$ cat src/hdl/kmde_pkg.sv
// Shared types, constants and mask functions for the keypad matrix debounce block.
// Used by kmde_ctrl, kmde_datapath and keypad_matrix_debounce_events_top.
package kmde_pkg;

	localparam int ROWS    = 8;
	localparam int COLUMNS = 8;

	localparam int KEYS       = 64;
	localparam int IDX_W      = 6;
	localparam int CFG_IDX_W  = 2;
	localparam int CFG_DATA_W = 8;
	localparam int CNT_W      = 4;

	localparam logic [CFG_IDX_W-1:0] CFG_ROW_MASK = 2'd0;
	localparam logic [CFG_IDX_W-1:0] CFG_COL_MASK = 2'd1;
	localparam logic [CFG_IDX_W-1:0] CFG_STABLE   = 2'd2;

	localparam logic [CNT_W-1:0] STABLE_SCANS_RST = 4'd3;
	localparam logic [CNT_W-1:0] CNT_MAX          = 4'd15;

	localparam logic [7:0] ROW_LIMIT = 8'((16'd1 << ROWS) - 16'd1);

	typedef struct packed {
		logic load;
		logic step;
	} cmd_t;

	typedef struct packed {
		logic diff_empty;
		logic bit_set;
		logic out_free;
	} sts_t;

	function automatic logic [KEYS-1:0] enabled_keys(input logic [7:0] row_mask,
	                                                  input logic [7:0] col_mask);
		logic [KEYS-1:0] m;
		m = '0;
		for (int c = 0; c < COLUMNS; c++) begin
			if (col_mask[c]) begin
				m[c*8 +: 8] = row_mask & ROW_LIMIT;
			end
		end
		return m;
	endfunction

	function automatic logic [KEYS-1:0] enabled_cols(input logic [7:0] col_mask);
		logic [KEYS-1:0] m;
		m = '0;
		for (int c = 0; c < COLUMNS; c++) begin
			if (col_mask[c]) begin
				m[c*8 +: 8] = 8'hFF;
			end
		end
		return m;
	endfunction

endpackage

$ cat src/hdl/keypad_matrix_debounce_events_top.sv
// Keypad matrix debounce and key change event generator, top level.
// Depends on kmde_pkg, kmde_ctrl and kmde_datapath.
//
// Usage:
//   Input stream: one beat per full matrix scan; s_tdata bit col*8+row is 1
//   when that contact is closed. Output stream: one beat per changed enabled
//   key, ascending column then row; m_tlast marks the final beat of a scan.
//   Configuration: cfg_wr_en with cfg_index 0 (row mask), 1 (column mask),
//   2 (stable scan count, 4 bits); write only while the block is idle.
// Timing:
//   A scan is taken while the block is idle; the change bits are then walked
//   one key position per cycle unless a receiver stall holds the walk, and
//   the next scan is accepted once the walk has passed the highest changed
//   key position, or once the walk finds no change bit when the scan
//   releases no event.
// Reset: masks clear to zero, stable count to 3, both snapshots and the
//   counter to zero; no beat is pending.
// Stall: with m_tready low and an event pending, the walk stops at the next
//   changed key; the pending event stays in the output register and nothing is dropped.
module keypad_matrix_debounce_events_top (
	input  logic                              clk,
	input  logic                              arst_n,
	input  logic                              cfg_wr_en,
	input  logic [kmde_pkg::CFG_IDX_W-1:0]   cfg_index,
	input  logic [kmde_pkg::CFG_DATA_W-1:0]  cfg_wdata,
	input  logic                              s_tvalid,
	output logic                              s_tready,
	input  logic [kmde_pkg::KEYS-1:0]        s_tdata,   // [63:0] scan_matrix
	output logic                              m_tvalid,
	input  logic                              m_tready,
	output logic [7:0]                        m_tdata,   // [2:0] key_row, [5:3] key_column,
	                                                     // [6] pressed, [7] zero
	output logic                              m_tlast    // last_event
);

	kmde_pkg::cmd_t cmd;
	kmde_pkg::sts_t sts;

	kmde_ctrl u_ctrl (
		.clk      (clk),
		.arst_n   (arst_n),
		.s_tvalid (s_tvalid),
		.s_tready (s_tready),
		.sts      (sts),
		.cmd      (cmd)
	);

	kmde_datapath u_datapath (
		.clk       (clk),
		.arst_n    (arst_n),
		.cfg_wr_en (cfg_wr_en),
		.cfg_index (cfg_index),
		.cfg_wdata (cfg_wdata),
		.s_tdata   (s_tdata),
		.cmd       (cmd),
		.sts       (sts),
		.m_tvalid  (m_tvalid),
		.m_tready  (m_tready),
		.m_tdata   (m_tdata),
		.m_tlast   (m_tlast)
	);

endmodule

$ cat src/hdl/kmde_ctrl.sv
// Controller for the keypad debounce block: idle/walk state machine.
// Depends on kmde_pkg for command and status structs.
module kmde_ctrl (
	input  logic          clk,
	input  logic          arst_n,
	input  logic          s_tvalid,
	output logic          s_tready,
	input  kmde_pkg::sts_t sts,
	output kmde_pkg::cmd_t cmd
);

	typedef enum logic {
		ST_IDLE,
		ST_WALK
	} state_t;

	state_t state_q;
	logic   ready_q;

	always_ff @(posedge clk or negedge arst_n) begin
		if (!arst_n) begin
			state_q <= ST_IDLE;
			ready_q <= 1'b1;
		end else begin
			unique case (state_q)
				ST_IDLE: begin
					if (s_tvalid && ready_q) begin
						state_q <= ST_WALK;
						ready_q <= 1'b0;
					end
				end
				ST_WALK: begin
					if (sts.diff_empty) begin
						state_q <= ST_IDLE;
						ready_q <= 1'b1;
					end
				end
				default: begin
					state_q <= ST_IDLE;
					ready_q <= 1'b1;
				end
			endcase
		end
	end

	assign s_tready = ready_q;
	assign cmd.load = s_tvalid && ready_q;
	assign cmd.step = (state_q == ST_WALK) && !sts.diff_empty
	                  && (!sts.bit_set || sts.out_free);

endmodule

$ cat src/hdl/kmde_datapath.sv
// Datapath for the keypad debounce block: config registers, debounce state,
// change-bit walker and event output register. Depends on kmde_pkg.
module kmde_datapath (
	input  logic                              clk,
	input  logic                              arst_n,
	input  logic                              cfg_wr_en,
	input  logic [kmde_pkg::CFG_IDX_W-1:0]   cfg_index,
	input  logic [kmde_pkg::CFG_DATA_W-1:0]  cfg_wdata,
	input  logic [kmde_pkg::KEYS-1:0]        s_tdata,
	input  kmde_pkg::cmd_t                    cmd,
	output kmde_pkg::sts_t                    sts,
	output logic                              m_tvalid,
	input  logic                              m_tready,
	output logic [7:0]                        m_tdata,
	output logic                              m_tlast
);

	logic [7:0]                      row_mask_q;
	logic [7:0]                      col_mask_q;
	logic [kmde_pkg::CNT_W-1:0]      stable_scans_q;

	logic [kmde_pkg::KEYS-1:0]       unstable_q;
	logic [kmde_pkg::KEYS-1:0]       stable_q;
	logic [kmde_pkg::CNT_W-1:0]      cnt_q;
	logic [kmde_pkg::KEYS-1:0]       diff_q;
	logic [kmde_pkg::KEYS-1:0]       vol_shift_q;
	logic [kmde_pkg::IDX_W-1:0]      idx_q;

	logic                            out_valid_q;
	logic [2:0]                      out_row_q;
	logic [2:0]                      out_col_q;
	logic                            out_pressed_q;
	logic                            out_last_q;

	logic [kmde_pkg::KEYS-1:0]       keys;
	logic [kmde_pkg::KEYS-1:0]       cols;
	logic [kmde_pkg::KEYS-1:0]       vol;
	logic                            changed;
	logic [kmde_pkg::CNT_W-1:0]      cnt_next;
	logic                            fire;
	logic                            emit;
	logic                            out_free;

	assign keys     = kmde_pkg::enabled_keys(row_mask_q, col_mask_q);
	assign cols     = kmde_pkg::enabled_cols(col_mask_q);
	assign vol      = s_tdata & keys;
	assign changed  = |((unstable_q ^ vol) & cols);
	assign cnt_next = changed ? '0 :
	                  (cnt_q != kmde_pkg::CNT_MAX) ? cnt_q + 4'd1 : cnt_q;
	assign fire     = (cnt_next == stable_scans_q);
	assign out_free = !out_valid_q || m_tready;
	assign emit     = cmd.step && diff_q[0];

	always_ff @(posedge clk or negedge arst_n) begin
		if (!arst_n) begin
			row_mask_q     <= '0;
			col_mask_q     <= '0;
			stable_scans_q <= kmde_pkg::STABLE_SCANS_RST;
		end else if (cfg_wr_en) begin
			unique case (cfg_index)
				kmde_pkg::CFG_ROW_MASK: row_mask_q     <= cfg_wdata;
				kmde_pkg::CFG_COL_MASK: col_mask_q     <= cfg_wdata;
				kmde_pkg::CFG_STABLE:   stable_scans_q <= cfg_wdata[kmde_pkg::CNT_W-1:0];
				default: ;
			endcase
		end
	end

	always_ff @(posedge clk or negedge arst_n) begin
		if (!arst_n) begin
			unstable_q  <= '0;
			stable_q    <= '0;
			cnt_q       <= '0;
			diff_q      <= '0;
			out_valid_q <= 1'b0;
		end else begin
			if (cmd.load) begin
				cnt_q <= cnt_next;
				if (changed) begin
					unstable_q <= vol;
				end
				if (fire) begin
					stable_q <= vol;
					diff_q   <= (stable_q ^ vol) & keys;
				end else begin
					diff_q   <= '0;
				end
			end else if (cmd.step) begin
				diff_q <= diff_q >> 1;
			end
			if (emit) begin
				out_valid_q <= 1'b1;
			end else if (m_tready) begin
				out_valid_q <= 1'b0;
			end
		end
	end

	always_ff @(posedge clk) begin
		if (cmd.load) begin
			vol_shift_q <= vol;
			idx_q       <= '0;
		end else if (cmd.step) begin
			vol_shift_q <= vol_shift_q >> 1;
			idx_q       <= idx_q + 6'd1;
		end
		if (emit) begin
			out_row_q     <= idx_q[2:0];
			out_col_q     <= idx_q[5:3];
			out_pressed_q <= vol_shift_q[0];
			out_last_q    <= ~|diff_q[kmde_pkg::KEYS-1:1];
		end
	end

	assign sts.diff_empty = ~|diff_q;
	assign sts.bit_set    = diff_q[0];
	assign sts.out_free   = out_free;

	assign m_tvalid = out_valid_q;
	assign m_tdata  = {1'b0, out_pressed_q, out_col_q, out_row_q};
	assign m_tlast  = out_last_q;

endmodule

$ cat config.mk
export PLATFORM = sky130hd
export DESIGN_NAME = keypad_matrix_debounce_events_top
export DESIGN_NICKNAME = d
export VERILOG_FILES = /design/src/hdl/kmde_pkg.sv /design/src/hdl/keypad_matrix_debounce_events_top.sv /design/src/hdl/kmde_ctrl.sv /design/src/hdl/kmde_datapath.sv
export SDC_FILE = /design/constraint.sdc
export NUM_CORES = 1
export LEC_CHECK = 0
export ABC_CLOCK_PERIOD_IN_PS = 4200
export BUFFER_PORTS_ARGS = -buffer_cell sky130_fd_sc_hd__buf_2
export CORE_MARGIN = 8
export CORE_UTILIZATION = 40
export DETAILED_ROUTE_END_ITERATION = 7
export GPL_ROUTABILITY_DRIVEN = 0
export MAX_ROUTING_LAYER = met4
export PLACE_DENSITY = 0.65
export SYNTH_ARGS = -nofsm -noshare
export SYNTH_HDL_FRONTEND = slang
export SYNTH_SLANG_ARGS = --single-unit
$ cat constraint.sdc
create_clock -name clk -period 4.2 [get_ports clk]
set_clock_uncertainty 0.05 [all_clocks]
set_input_delay 0.63 -clock clk [delete_from_list [all_inputs] [get_ports clk]]
set_output_delay 0.63 -clock clk [all_outputs]
set_load 0.05 [all_outputs]
Word level (Yosys, flattened, before mapping) --
Cells that the tools add are included.
Operators by class: $add $sub $neg 2, eq/ne operators 6, multiplexer cells 31, bitwise logic cells 6, reductions and logical operators 21
Operators by type and width (number):
- two-way mux 64 bit | 5
- AND 64 bit | 3
- two-way mux 8 bit | 16
- OR reduction 64 bit | 2
- XOR 64 bit | 2
- OR reduction 63 bit | 1
- AND reduction 2 bit | 6
- two-way mux 4 bit | 2
- adder 6 x 1 -> 6 bit (second input constant) | 1
- two-way mux 1 bit | 6
- adder 4 x 1 -> 4 bit (second input constant) | 1
- == test 4 bit | 1
- logical AND 1 bit | 4
- inequality test 2 bit (second input constant) | 2
- inequality test 4 bit (second input constant) | 1
- one-hot mux 1 bit (2 select lines) | 2
- nonzero test 2 bit | 2
- zero test 1 bit | 3
- == test 2 x 1 -> 1 bit (second input constant) | 1
- == test 2 bit (second input constant) | 1
- zero test 2 bit | 1
- logical OR 1 bit | 2
- inverter 1 bit | 1
Storage, ports and cells: register bits 297, logic and storage cells 82

Depth between registers and ports, before layout --
Gate-level depths: netlist (run 1).
depth in word-level cells 9, mapped depth 15

By module --
A second synthesis (run 1) with hierarchy kept.
Second synthesis, totals: cell total of the unflattened synthesis 1292, area total of the unflattened synthesis 15015.7 sq um
By module, submodules not included:
- kmde_datapath | times used 1, cells each 1282, area an instance 14918.1 sq um
- kmde_ctrl | times used 1, cells each 10, area an instance 97.6 sq um

Worst setup path before layout (run 1) --
No wires, ideal clock.
path type register -> register, start register u_datapath.out_valid_q (netlist: u_datapath.m_tvalid), end register u_datapath.vol_shift_q[0] in the netlist's numbering, enable pin, setup time 0.453 ns, arrival 3.161 ns, slack 0.535 ns, stages on the path, launching flop included 6, buffers on the path 1, cell sequence dfrtp_1 nor2b_1 nand2_1 nand3_1 nand2_1 clkbuf_1
Between the ends: word-level cells in the longest chain between the ends 5
Ends and longest elaborated chain:
- start: declaration | line kmde_datapath.sv:29 | logic out_valid_q;
- start signal: assignment | line kmde_datapath.sv:75 | out_valid_q <= 1'b0;
- start signal: assignment | line kmde_datapath.sv:92 | out_valid_q <= 1'b1;
- start signal: assignment | line kmde_datapath.sv:94 | out_valid_q <= 1'b0;
- zero test 1 bit | line kmde_datapath.sv:51 | assign out_free = !out_valid_q || m_tready;
- logical OR 1 bit | line kmde_datapath.sv:51
- logical OR 1 bit | line kmde_ctrl.sv:49 | && (!sts.bit_set || sts.out_free);
- logical AND 1 bit | line kmde_ctrl.sv:49
- nonzero test 2 bit (no line)
- end signal: assignment | line kmde_datapath.sv:101 | vol_shift_q <= vol;
- end signal: assignment | line kmde_datapath.sv:104 | vol_shift_q <= vol_shift_q >> 1;
- end: declaration | line kmde_datapath.sv:26 | logic [kmde_pkg::KEYS-1:0] vol_shift_q;
No other way between the ends. A chain may end at the register's enable or synchronous reset.

Worst setup path in the final report (run 1) --
start register u_datapath.col_mask_q[7], end register u_datapath.diff_q[58] in the netlist's numbering
Between the ends: word-level cells in the longest chain between the ends 9, elaborated cells between the ends (all ways) 12, classes of those cells 1 x eq/ne; 5 x mux; 5 x bitwise; 1 x reduce/logical
Ends and longest elaborated chain:
- start: declaration | line kmde_datapath.sv:19 | logic [7:0] col_mask_q;
- start signal: assignment | line kmde_datapath.sv:62 | kmde_pkg::CFG_COL_MASK: col_mask_q <= cfg_wdata;
- two-way mux 8 bit | line kmde_pkg.sv:39 | if (col_mask[c]) begin
- AND 64 bit | line kmde_datapath.sv:46 | assign vol = s_tdata & keys;
- XOR 64 bit | line kmde_datapath.sv:47 | assign changed = |((unstable_q ^ vol) & cols);
- AND 64 bit | line kmde_datapath.sv:47
- OR reduction 64 bit | line kmde_datapath.sv:47
- two-way mux 4 bit | line kmde_datapath.sv:48 | assign cnt_next = changed ? '0 :
- == test 4 bit | line kmde_datapath.sv:50 | assign fire = (cnt_next == stable_scans_q);
- two-way mux 64 bit (*) | line kmde_datapath.sv:82 | if (fire) begin
- two-way mux 64 bit (*) | line kmde_datapath.sv:77 | if (cmd.load) begin
- end signal: assignment | line kmde_datapath.sv:84 | diff_q <= (stable_q ^ vol) & keys;
- end signal: assignment | line kmde_datapath.sv:89 | diff_q <= diff_q >> 1;
- end: declaration | line kmde_datapath.sv:25 | logic [kmde_pkg::KEYS-1:0] diff_q;
Every way passes the cells marked *; elsewhere a longest branch is shown, timed or not.

==> results of run 1 <==
==> worst max path at each step <==
stage / endpoint / slack (ns) / depth (start not counted)
2_1_floorplan: u_datapath.vol_shift_q[0] / 0.54 / 5
3_3_place_gp: u_datapath.diff_q[53] / 0.29 / 12
3_5_place_dp: u_datapath.diff_q[38] / 0.28 / 13
4_1_cts: u_datapath.diff_q[38] / 0.28 / 13
5_1_grt: u_datapath.diff_q[38] / 0.04 / 13
6_report: u_datapath.diff_q[58] / 0.21 / 13
==> cell type report <==
cell class / count / share of cell area [%]
Sequential cell: 297 / 45.5
Multi-Input combinational cell: 988 / 39.8
Clock buffer: 44 / 5.25
Timing Repair Buffer: 128 / 4.99
Tap cell: 511 / 3.75
Clock inverter: 11 / 0.499
Antenna cell: 9 / 0.132
Inverter: 3 / 0.0660
==> state kept, by name, summed over array words and instances (netlist names) <==
name and count:
u_ctrl.s_tready 1, u_datapath.diff_q 64, u_datapath.stable_q 64, u_datapath.stable_scans_q 4, u_datapath.idx_q 6, u_datapath.vol_shift_q 64
u_datapath.cnt_q 4, u_datapath.out_pressed_q 1, u_datapath.col_mask_q 8, u_datapath.m_tlast 1, u_ctrl.state_q 1, u_datapath.out_row_q 3
u_datapath.unstable_q 64, u_datapath.row_mask_q 8, u_datapath.out_col_q 3, u_datapath.m_tvalid 1
==> per-layer routing <==
metal / global-route usage, % / share of wire [%] / vias up / routed length (um)
met1: 24.7 / 46 / 5727 / 18500
met3: 4.20 / 6.7 / 67 / 2700
li1: - / - / 5295 / -
met4: 5.10 / 2.4 / 0 / 971
met5: - / 0 / - / 0
met2: 27.6 / 45 / 345 / 18300
==> cell families after synthesis <==
family | share of synthesized area (%)
AND/OR/NAND/NOR | 16.2
flip-flops | 51.4
AO/OA/AOI/OAI | 11.6
multiplexers | 12.7
buffers and inverters | 3.80
XOR/XNOR | 4.06
adder cells (fa/ha/maj) | 0.166
other | 0.0248
==> power breakdown <==
part	internal [mW]	total, mW	switching [mW]
Clock	1.54	2.67	1.13
Sequential	4.09	4.81	0.719
Combinational	1.14	2.69	1.56
Total	6.76	10.2	3.41
==> metrics by stage <==
stage               cells  power (mW)  cell area, um2
floorplan            1396        6.64           15100
global placement     1927        7.43           16100
detailed placement   1927        7.53           16100
CTS                  1982        10.2           17000
global route         1990        10.8           17100
finish               1991        10.2           17100
==> synthesized netlist by cell type, types with 5 or more instances <==
master / number / share of area, %
nand2_1: 229 / 5.7
dfrtp_1: 216 / 36
o22ai_1: 96 / 4.0
mux2_2: 89 / 6.6
clkbuf_1: 78 / 1.9
nor2_1: 75 / 1.9
edfxtp_1: 72 / 14
o21ai_0: 70 / 2.3
xor2_1: 67 / 3.9
a31oi_1: 64 / 2.7
and3_1: 64 / 2.7
and4_1: 64 / 3.7
mux2_4: 60 / 6.0
o2111ai_1: 35 / 2.0
nor4_1: 16 / 0.66
nand3_1: 14 / 0.46
buf_2: 11 / 0.36
buf_4: 8 / 0.40
or4_1: 8 / 0.40
buf_8: 6 / 0.60
dfxtp_1: 6 / 0.80
nand4_1: 5 / 0.21
==> metrics, run 1 <==
Final ANT Viol Nets=0; via count=11.4k; reg2reg setup slack=0.21 ns; Mapped Nets=1477; slowest stage delay, CP=0.75 ns; max_cap viols=0; Post-Syn Instances=1396; most common cell after layout, fill and taps aside=nand2_1; Seq cells post-synth=297; ratio of cells with drive above 1 in the final layout=22.7%; commonest cells after routing, fill and taps aside=227 x nand2_1, 216 x dfrtp_1, 96 x o22ai_1; Worst Path Buf+Inv=4; worst-path fanout max=25; number of global-route vias before repair=11.1k; die area=44200 um2; register area share after synthesis=51.4%; CTS tree=done; worst r2r dst=u_datapath.diff_q[58]; Final setup viols=0; number of cell rows=71; H-tree Lvls=1; Register Area=7770 um2; status=finished clean; global-route usage over all layers=18.4%; Final Cycle Share=94.9%; starting DRC count in detailed routing=951; first-pass GRT wire length=63500 um; Startpoint Class=flip-flop; Top-Level Pins=90; clock buffer depth=3; Post-Synthesis Cell Area=15100 um2; synth unique cells=43; pin count of the biggest net entering global routing=104; main flop type after synthesis=dfrtp_1; clock latency on the worst-skew pair=0.57 ns; final hold vios=0; CTS clock-pin slew for the worst setup and hold paths=0.06 ns; FF-to-FF path depth=13; die width=210 um; unrepaired setup endpoints after global routing=no; Crit Path Class=flip-flop to flip-flop; critical path required time=4.59 ns; initial antenna violation count=9; routed wire length=40500 um; Critical Path End Type=flip-flop; DRT Pass-1 Iters=5; post-CTS sizing=0; WP data arrival=4.38 ns; Final #Nets=1530; setup bufs post-CTS=0; CTS Hold Buffers Added=0; maximum VDD drop=358 uV; critical path, cell by cell=buf_4, and4_1, o22ai_1, or4_1, a22oi_1, nand4_1, buf_4, and2_2, o2111a_1, buf_4, nand2_1, buf_12, o22ai_1; syn avg cell area=10.8 um2; Hold Crit Class=primary input to asynchronous set/reset pin; port bufs=88; Initial Utilization=40.4%; Rel. slew slack=24.9%; pwr dens=597 nW/um2; pre-CTS setup slack=0.284 ns; residual DRC count=0; Slew @ Worst Pin=1.12 ns; Post-synth EDFFs=72; reg2reg start=u_datapath.col_mask_q[7]; CP delay by family, top=simple AND/OR/NAND/NOR gates; vias per cell=5.74; CTS Sinks=297; Peak Freq=251 MHz; Root Buffer=clkbuf_16; hpwl dp=26200 um; WHS=0.0326 ns; Slowest-stage cell, CP=dfrtp_1; P_leak=7.67 nW; Util after Layout=45.6%; area of the multi-input gates=6780 um2; total core area=37400 um2; post-route setup TNS=0 ns; CP Launch Point=u_datapath.col_mask_q[7]; Synth-to-Final Area Change=13.0%; chip height=210 um; cts bufs inserted=31; fill count=3460; Pins Over Slew Limit=0; FFs w/ async S/R, synth=73.7%; grt ovf=0; CP most frequent cell=buf_4; Avg WL per Cell=20.3 um; setup slack after layout=0.214 ns; fin crit period=3.99 ns; YS warnings=0
No activity file was read; power rests on OpenSTA's default activity.
==> run 2, diff against run 1 <==
--- a/config.mk
+++ b/config.mk
@@ -5,7 +5,7 @@
 export SDC_FILE = /design/constraint.sdc
 export NUM_CORES = 1
 export LEC_CHECK = 0
-export ABC_CLOCK_PERIOD_IN_PS = 4200
+export ABC_CLOCK_PERIOD_IN_PS = 4900
 export BUFFER_PORTS_ARGS = -buffer_cell sky130_fd_sc_hd__buf_2
 export CORE_MARGIN = 8
 export CORE_UTILIZATION = 40
==> constraint.sdc (replaced) <==
create_clock -name clk -period 4.9 [get_ports clk]
set_clock_uncertainty 0.05 [all_clocks]
set_input_delay 0.735 -clock clk [delete_from_list [all_inputs] [get_ports clk]]
set_output_delay 0.735 -clock clk [all_outputs]
set_load 0.05 [all_outputs]
==> run 2 against run 1 <==
Net effect: power shrank 14%; core utilization shrank 0.30 points; global-route usage increased by 0.25 points; first-iteration DRC count rose by 5.3%; sequential share of layout area increased by 0.31 points; worst hold slack gained 0.17 ns; largest power group unchanged; combinational power down 17%; via count down 0.77%.
==> metrics, run 2 (same netlist as run 1, synthesis figures left out) <==
post-route setup TNS=0 ns (unchanged); Startpoint Class=flip-flop (unchanged); Top-Level Pins=90 (unchanged); first-pass GRT wire length=64500 um (was 63500 um); final hold vios=0 (unchanged); ratio of cells with drive above 1 in the final layout=22.2% (was 22.7%); Initial Utilization=40.4% (unchanged); pwr dens=514 nW/um2 (was 597 nW/um2); CTS tree=done (unchanged); Final ANT Viol Nets=0 (unchanged); maximum VDD drop=346 uV (was 358 uV); grt ovf=0 (unchanged); Final #Nets=1519 (was 1530); port bufs=88 (unchanged); CTS clock-pin slew for the worst setup and hold paths=0.06 ns (about the same); via count=11.3k (was 11.4k); global-route usage over all layers=18.6% (was 18.4%); P_leak=7.60 nW (was 7.67 nW); CTS Hold Buffers Added=0 (unchanged); Non-Filler Instances=1983 (was 1991); Critical Path End Type=flip-flop (unchanged); max_cap viols=0 (unchanged); fin area=16900 um2 (was 17100 um2); worst-path fanout max=44 (was 25); Slew @ Worst Pin=1.07 ns (was 1.12 ns); initial antenna violation count=8 (was 9); DP Area=15900 um2 (was 16100 um2); setup bufs post-CTS=0 (unchanged); Pins Over Slew Limit=0 (unchanged); number of global-route vias before repair=11.3k (was 11.1k); FF-to-FF path depth=10 (was 13); starting DRC count in detailed routing=1001 (was 951); hpwl dp=26200 um (about the same); fin crit period=4.53 ns (was 3.99 ns); pin count of the biggest net entering global routing=130 (was 104); DRT Pass-1 Iters=7 (was 5); H-tree Lvls=1 (unchanged); cts bufs inserted=31 (unchanged); total core area=37400 um2 (unchanged); die area=44200 um2 (unchanged); Synth-to-Final Area Change=12.2% (was 13.0%); WP data arrival=4.94 ns (was 4.38 ns); residual DRC count=0 (unchanged); Rel. slew slack=28.5% (was 24.9%); most common cell after layout, fill and taps aside=nand2_1 (unchanged); placed cell count=1916 (was 1927); critical path required time=5.31 ns (was 4.59 ns); Hold Crit Class=primary input to asynchronous set/reset pin (unchanged); number of cell rows=71 (unchanged); Final setup viols=0 (unchanged); Crit Path Class=flip-flop to flip-flop (unchanged); clock buffer depth=3 (unchanged); routed wire length=40800 um (was 40500 um); unrepaired setup endpoints after global routing=no (unchanged); chip height=210 um (unchanged); Root Buffer=clkbuf_16 (unchanged); Avg WL per Cell=20.6 um (was 20.3 um); Tot Pwr=8.72 mW (was 10.2 mW); die width=210 um (unchanged); Final Cycle Share=92.4% (was 94.9%); status=finished clean (unchanged); vias per cell=5.72 (was 5.74); Peak Freq=221 MHz (was 251 MHz); clock latency on the worst-skew pair=0.59 ns (was 0.57 ns); commonest cells after routing, fill and taps aside=227 x nand2_1, 215 x dfrtp_1, 96 x o22ai_1 (was 227 x nand2_1, 216 x dfrtp_1, 96 x o22ai_1); CTS Sinks=297 (unchanged)
## run 2: layer usage
metal	vias up	routed length, um	part of all wire (%)	GRT usage, %
li1	5274	-	-	-
met1	5697	18300	45	24.4
met2	311	18900	46	28.8
met3	64	2720	6.7	4.23
met4	0	848	2.1	5.15
met5	-	0	0	-
## run 2: area by class of cell
| cell class | count | area (um2) |
|---|---|---|
| clock inverters | 8 | 60.1 |
| multi-input cells | 988 | 6780 |
| flip-flops and latches | 297 | 7770 |
| well taps | 511 | 639 |
| fillers | 3483 | 20500 |
| inverters | 3 | 11.3 |
| repair buffers | 117 | 731 |
| diodes | 10 | 25.0 |
| clock buffers | 49 | 925 |
## run 2: worst max-delay path, stage by stage (launching register included)
cell and delay (ns):
dfrtp_1 1.02, and4_1 0.32, o22ai_1 0.07, or4_1 0.52, a22oi_1 0.41, nand4_1 0.41, o21ai_0 0.28, o2111a_1 0.35
and2_4 0.23, buf_12 0.34, mux2_2 0.38
## run 2: path summary, 6_finish.rpt
path                                      startpoint                        to  slack [ns]
hold reg to reg            u_datapath.vol_shift_q[0]  u_datapath.out_pressed_q        0.38
hold / removal                                arst_n   u_datapath.stable_q[54]        0.21
setup reg to reg            u_datapath.row_mask_q[7]    u_datapath.stable_q[2]        0.37
setup / recovery            u_datapath.row_mask_q[7]    u_datapath.stable_q[2]        0.37
min in group clk                        cfg_wdata[0]  u_datapath.row_mask_q[0]        0.37
max in group asynchronous                     arst_n  u_datapath.row_mask_q[1]        3.54
## run 2: per-stage QoR
step | setup slack [ns] | util [%] | hold WS, ns
6_report | 0.371 | 45.3 | 0.205
5_1_grt | 0.132 | 45.3 | 0.296
4_1_cts | 0.355 | 45.2 | 0.268
3_5_place_dp | 0.376 | 42.6 | 0.369
3_3_place_gp | 0.454 | 42.6 | 0.375
2_1_floorplan | 1.22 | - | 0.350
## run 2: repair_timing
| action | in CTS | in global routing |
|---|---|---|
| hold endpoints to repair | 0 | 0 |
| resized for setup | 0 | 1 |
| setup endpoints to repair | 0 | 1 |
## run 2: power breakdown
group          switching, mW  internal, mW
clock                   1.01          1.30
sequential             0.673          3.51
combinational           1.29         0.946
==> run 3, diff against run 2 <==
--- a/config.mk
+++ b/config.mk
@@ -5,6 +5,7 @@
 export SDC_FILE = /design/constraint.sdc
 export NUM_CORES = 1
 export LEC_CHECK = 0
+export ABC_AREA = 1
 export ABC_CLOCK_PERIOD_IN_PS = 4900
 export BUFFER_PORTS_ARGS = -buffer_cell sky130_fd_sc_hd__buf_2
 export CORE_MARGIN = 8
@@ -13,6 +14,7 @@
 export GPL_ROUTABILITY_DRIVEN = 0
 export MAX_ROUTING_LAYER = met4
 export PLACE_DENSITY = 0.65
+export REMOVE_ABC_BUFFERS = 1
 export SYNTH_ARGS = -nofsm -noshare
 export SYNTH_HDL_FRONTEND = slang
 export SYNTH_SLANG_ARGS = --single-unit
==> run 3 against run 2 <==
Net effect: critical path depth grew 7; cell area down 0.81%; first-iteration DRC count grew 14%; setup slack better by 0.82 ns; worst hold slack improved by 0.036 ns; largest cell class unchanged.
==> metrics, run 3 <==
Synth Area in Compound Gates=12.1% (was 11.6%); critical path required time=5.26 ns (was 5.31 ns); pin count of the biggest net entering global routing=126 (was 130); WHS=0.242 ns (was 0.205 ns); via count=13.1k (was 11.3k); Initial Utilization=40.6% (was 40.4%); Synth Area in Simple Gates=28.8% (was 16.2%); post-route setup TNS=0 ns (unchanged); global-route usage over all layers=19.4% (was 18.6%); Startpoint Class=flip-flop (unchanged); cts bufs inserted=34 (was 31); starting DRC count in detailed routing=1140 (was 1001); Setup crit end=u_datapath.diff_q[5] (was u_datapath.stable_q[2]); fin area=16800 um2 (was 16900 um2); Crit Path Class=flip-flop to flip-flop (unchanged); CTS Sinks=297 (unchanged); Final ANT Viol Nets=0 (unchanged); total core area=36700 um2 (was 37400 um2); Yosys top cell by area=dfrtp_1 (unchanged); FF-to-FF path depth=17 (was 10); worst r2r dst=u_datapath.diff_q[5] (was u_datapath.stable_q[2]); Synth Area in Adders=0.168% (was 0.166%); pwr dens=425 nW/um2 (was 514 nW/um2); status=finished clean (unchanged); Slew @ Worst Pin=1.12 ns (was 1.07 ns); P_leak=7.04 nW (was 7.60 nW); die area=43700 um2 (was 44200 um2); post-synth top area share=36.3% (was 35.8%); Seq cells post-synth=297 (unchanged); Final #Nets=1994 (was 1519); syn avg cell area=7.90 um2 (was 10.8 um2); main flop type after synthesis=dfrtp_1 (unchanged); vias per cell=5.44 (was 5.72); Avg WL per Cell=17.3 um (was 20.6 um); CTS Hold Buffers Added=0 (unchanged); Top-Level Pins=90 (unchanged); die width=209 um (was 210 um); Post-synth EDFFs=72 (unchanged); cell with the most instances after synthesis=nand2_1 (unchanged); mux contribution to synthesized area=0% (was 12.7%); DRT Pass-1 Iters=5 (was 7); final hold vios=0 (unchanged); chip height=209 um (was 210 um); port bufs=88 (unchanged); Rel. slew slack=25.4% (was 28.5%); Synth area leaders=dfrtp_1 36%, edfxtp_1 15%, nand2_1 12% (was dfrtp_1 36%, edfxtp_1 14%, mux2_2 6.6%); Final setup viols=0 (unchanged); FFs w/ async S/R, synth=73.7% (unchanged); Hold Crit Class=primary input to asynchronous set/reset pin (unchanged); synth unique cells=32 (was 43); CTS tree=done (unchanged); H-tree Lvls=2 (was 1); unrepaired setup endpoints after global routing=no (unchanged); DP Area=15600 um2 (was 15900 um2); Final Cycle Share=75.6% (was 92.4%); number of global-route vias before repair=12.5k (was 11.3k); clock buffer depth=3 (unchanged); ratio of cells with drive above 1 in the final layout=9.39% (was 22.2%); Post-Synthesis Cell Area=14900 um2 (was 15100 um2); setup bufs post-CTS=0 (unchanged); first-pass GRT wire length=67800 um (was 64500 um); reg2reg setup slack=1.19 ns (was 0.37 ns); CP Launch Point=u_datapath.row_mask_q[1] (was u_datapath.row_mask_q[7]); YS warnings=0 (unchanged); Post-Syn Instances=1887 (was 1396); worst-path fanout max=63 (was 44); register area share after synthesis=52.1% (was 51.4%); Pins Over Slew Limit=0 (unchanged); CTS clock-pin slew for the worst setup and hold paths=0.06 ns (about the same); post-CTS sizing=0 (unchanged); hpwl dp=27500 um (was 26200 um); initial antenna violation count=2 (was 8); grt ovf=0 (unchanged); clock latency on the worst-skew pair=0.51 ns (was 0.59 ns); placed cell count=2345 (was 1916); residual DRC count=0 (unchanged); Tot Pwr=7.15 mW (was 8.72 mW); Synth-to-Final Area Change=12.7% (was 12.2%); fin crit period=3.71 ns (was 4.53 ns); max_cap viols=0 (unchanged); Root Buffer=clkbuf_16 (unchanged); commonest cells after routing, fill and taps aside=472 x nand2_1, 231 x nor2_1, 223 x o21ai_0 (was 227 x nand2_1, 215 x dfrtp_1, 96 x o22ai_1); Critical Path End Type=flip-flop (unchanged); main combinational cell family by area after synthesis=simple AND/OR/NAND/NOR gates (unchanged); most common cell after layout, fill and taps aside=nand2_1 (unchanged); number of cell rows=70 (was 71); Peak Freq=270 MHz (was 221 MHz); Non-Filler Instances=2409 (was 1983); synth cell count leaders=475 x nand2_1, 231 x nor2_1, 223 x o21ai_0 (was 229 x nand2_1, 216 x dfrtp_1, 96 x o22ai_1); WP data arrival=4.07 ns (was 4.94 ns); maximum VDD drop=240 uV (was 346 uV); area share of xor/xnor cells in the synthesized design=0.294% (was 4.06%); reg2reg start=u_datapath.row_mask_q[1] (was u_datapath.row_mask_q[7]); routed wire length=41700 um (was 40800 um)
-- run 3: layer usage --
metal | part of all wire (%) | up-vias | track usage (%)
met5 | 0 | - | -
met4 | 2.1 | 0 | 5.20
met3 | 5.1 | 55 | 2.39
met2 | 47 | 365 | 30.9
met1 | 46 | 6303 | 26.1
li1 | - | 6382 | -
-- run 3: cell type report --
type,instances,area [um2]
Multi-Input combinational cell,1370,6200
Fill cell,3515,19900
Inverter,95,357
Clock inverter,16,228
Sequential cell,297,7770
Clock buffer,45,943
Tap cell,468,586
Timing Repair Buffer,115,716
Antenna cell,3,7.51
-- run 3: critical path: stages, from the launching register on --
cell and delay [ns]:
dfrtp_1 0.88, nand3_1 0.36, nand2_1 0.14, inv_1 0.05, nor2_1 0.10, nand2_1 0.08
nor2_1 0.10, nand2_1 0.08, nand2_1 0.07, nand2_1 0.11, nor2_4 0.21, nand3_2 0.12
nand2_1 0.08, nand2_1 0.08, nor2_4 0.15, buf_4 0.58, nand3_1 0.17, a21oi_1 0.19
-- run 3: how the worst min path moves through the flow --
stage	startpoint	end	slack, ns	depth (start not counted)
2_1_floorplan	u_datapath.vol_shift_q[0]	u_datapath.out_pressed_q	0.35	0
3_3_place_gp	u_datapath.vol_shift_q[0]	u_datapath.out_pressed_q	0.36	0
3_5_place_dp	u_datapath.vol_shift_q[0]	u_datapath.out_pressed_q	0.37	0
4_1_cts	arst_n	u_datapath.unstable_q[20]	0.32	1
5_1_grt	arst_n	u_datapath.unstable_q[20]	0.34	1
6_report	arst_n	u_datapath.stable_q[22]	0.24	1
-- run 3: power breakdown --
part           internal [mW]  switching [mW]  total (mW)  leakage (nW)
Combinational          0.367           0.802        1.17          3.02
Sequential              2.95           0.325        3.28          3.45
Clock                   1.67            1.03        2.70         0.574
Total                   4.99            2.16        7.15          7.04
-- run 3: kinds of logic after synthesis --
logic type               Yosys count
AND/OR/NAND/NOR                 1002
AO/OA/AOI/OAI                    360
flip-flops                       297
buffers and inverters            220
XOR/XNOR                           5
adder cells (fa/ha/maj)            2
other                              1
-- run 3: stage by stage --
stage	utilization [%]	worst slack, ns
floorplan	-	-2.54
global placement	42.6	1.43
detailed placement	42.6	1.23
CTS	45.8	1.17
global route	45.8	0.792
finish	45.8	1.19
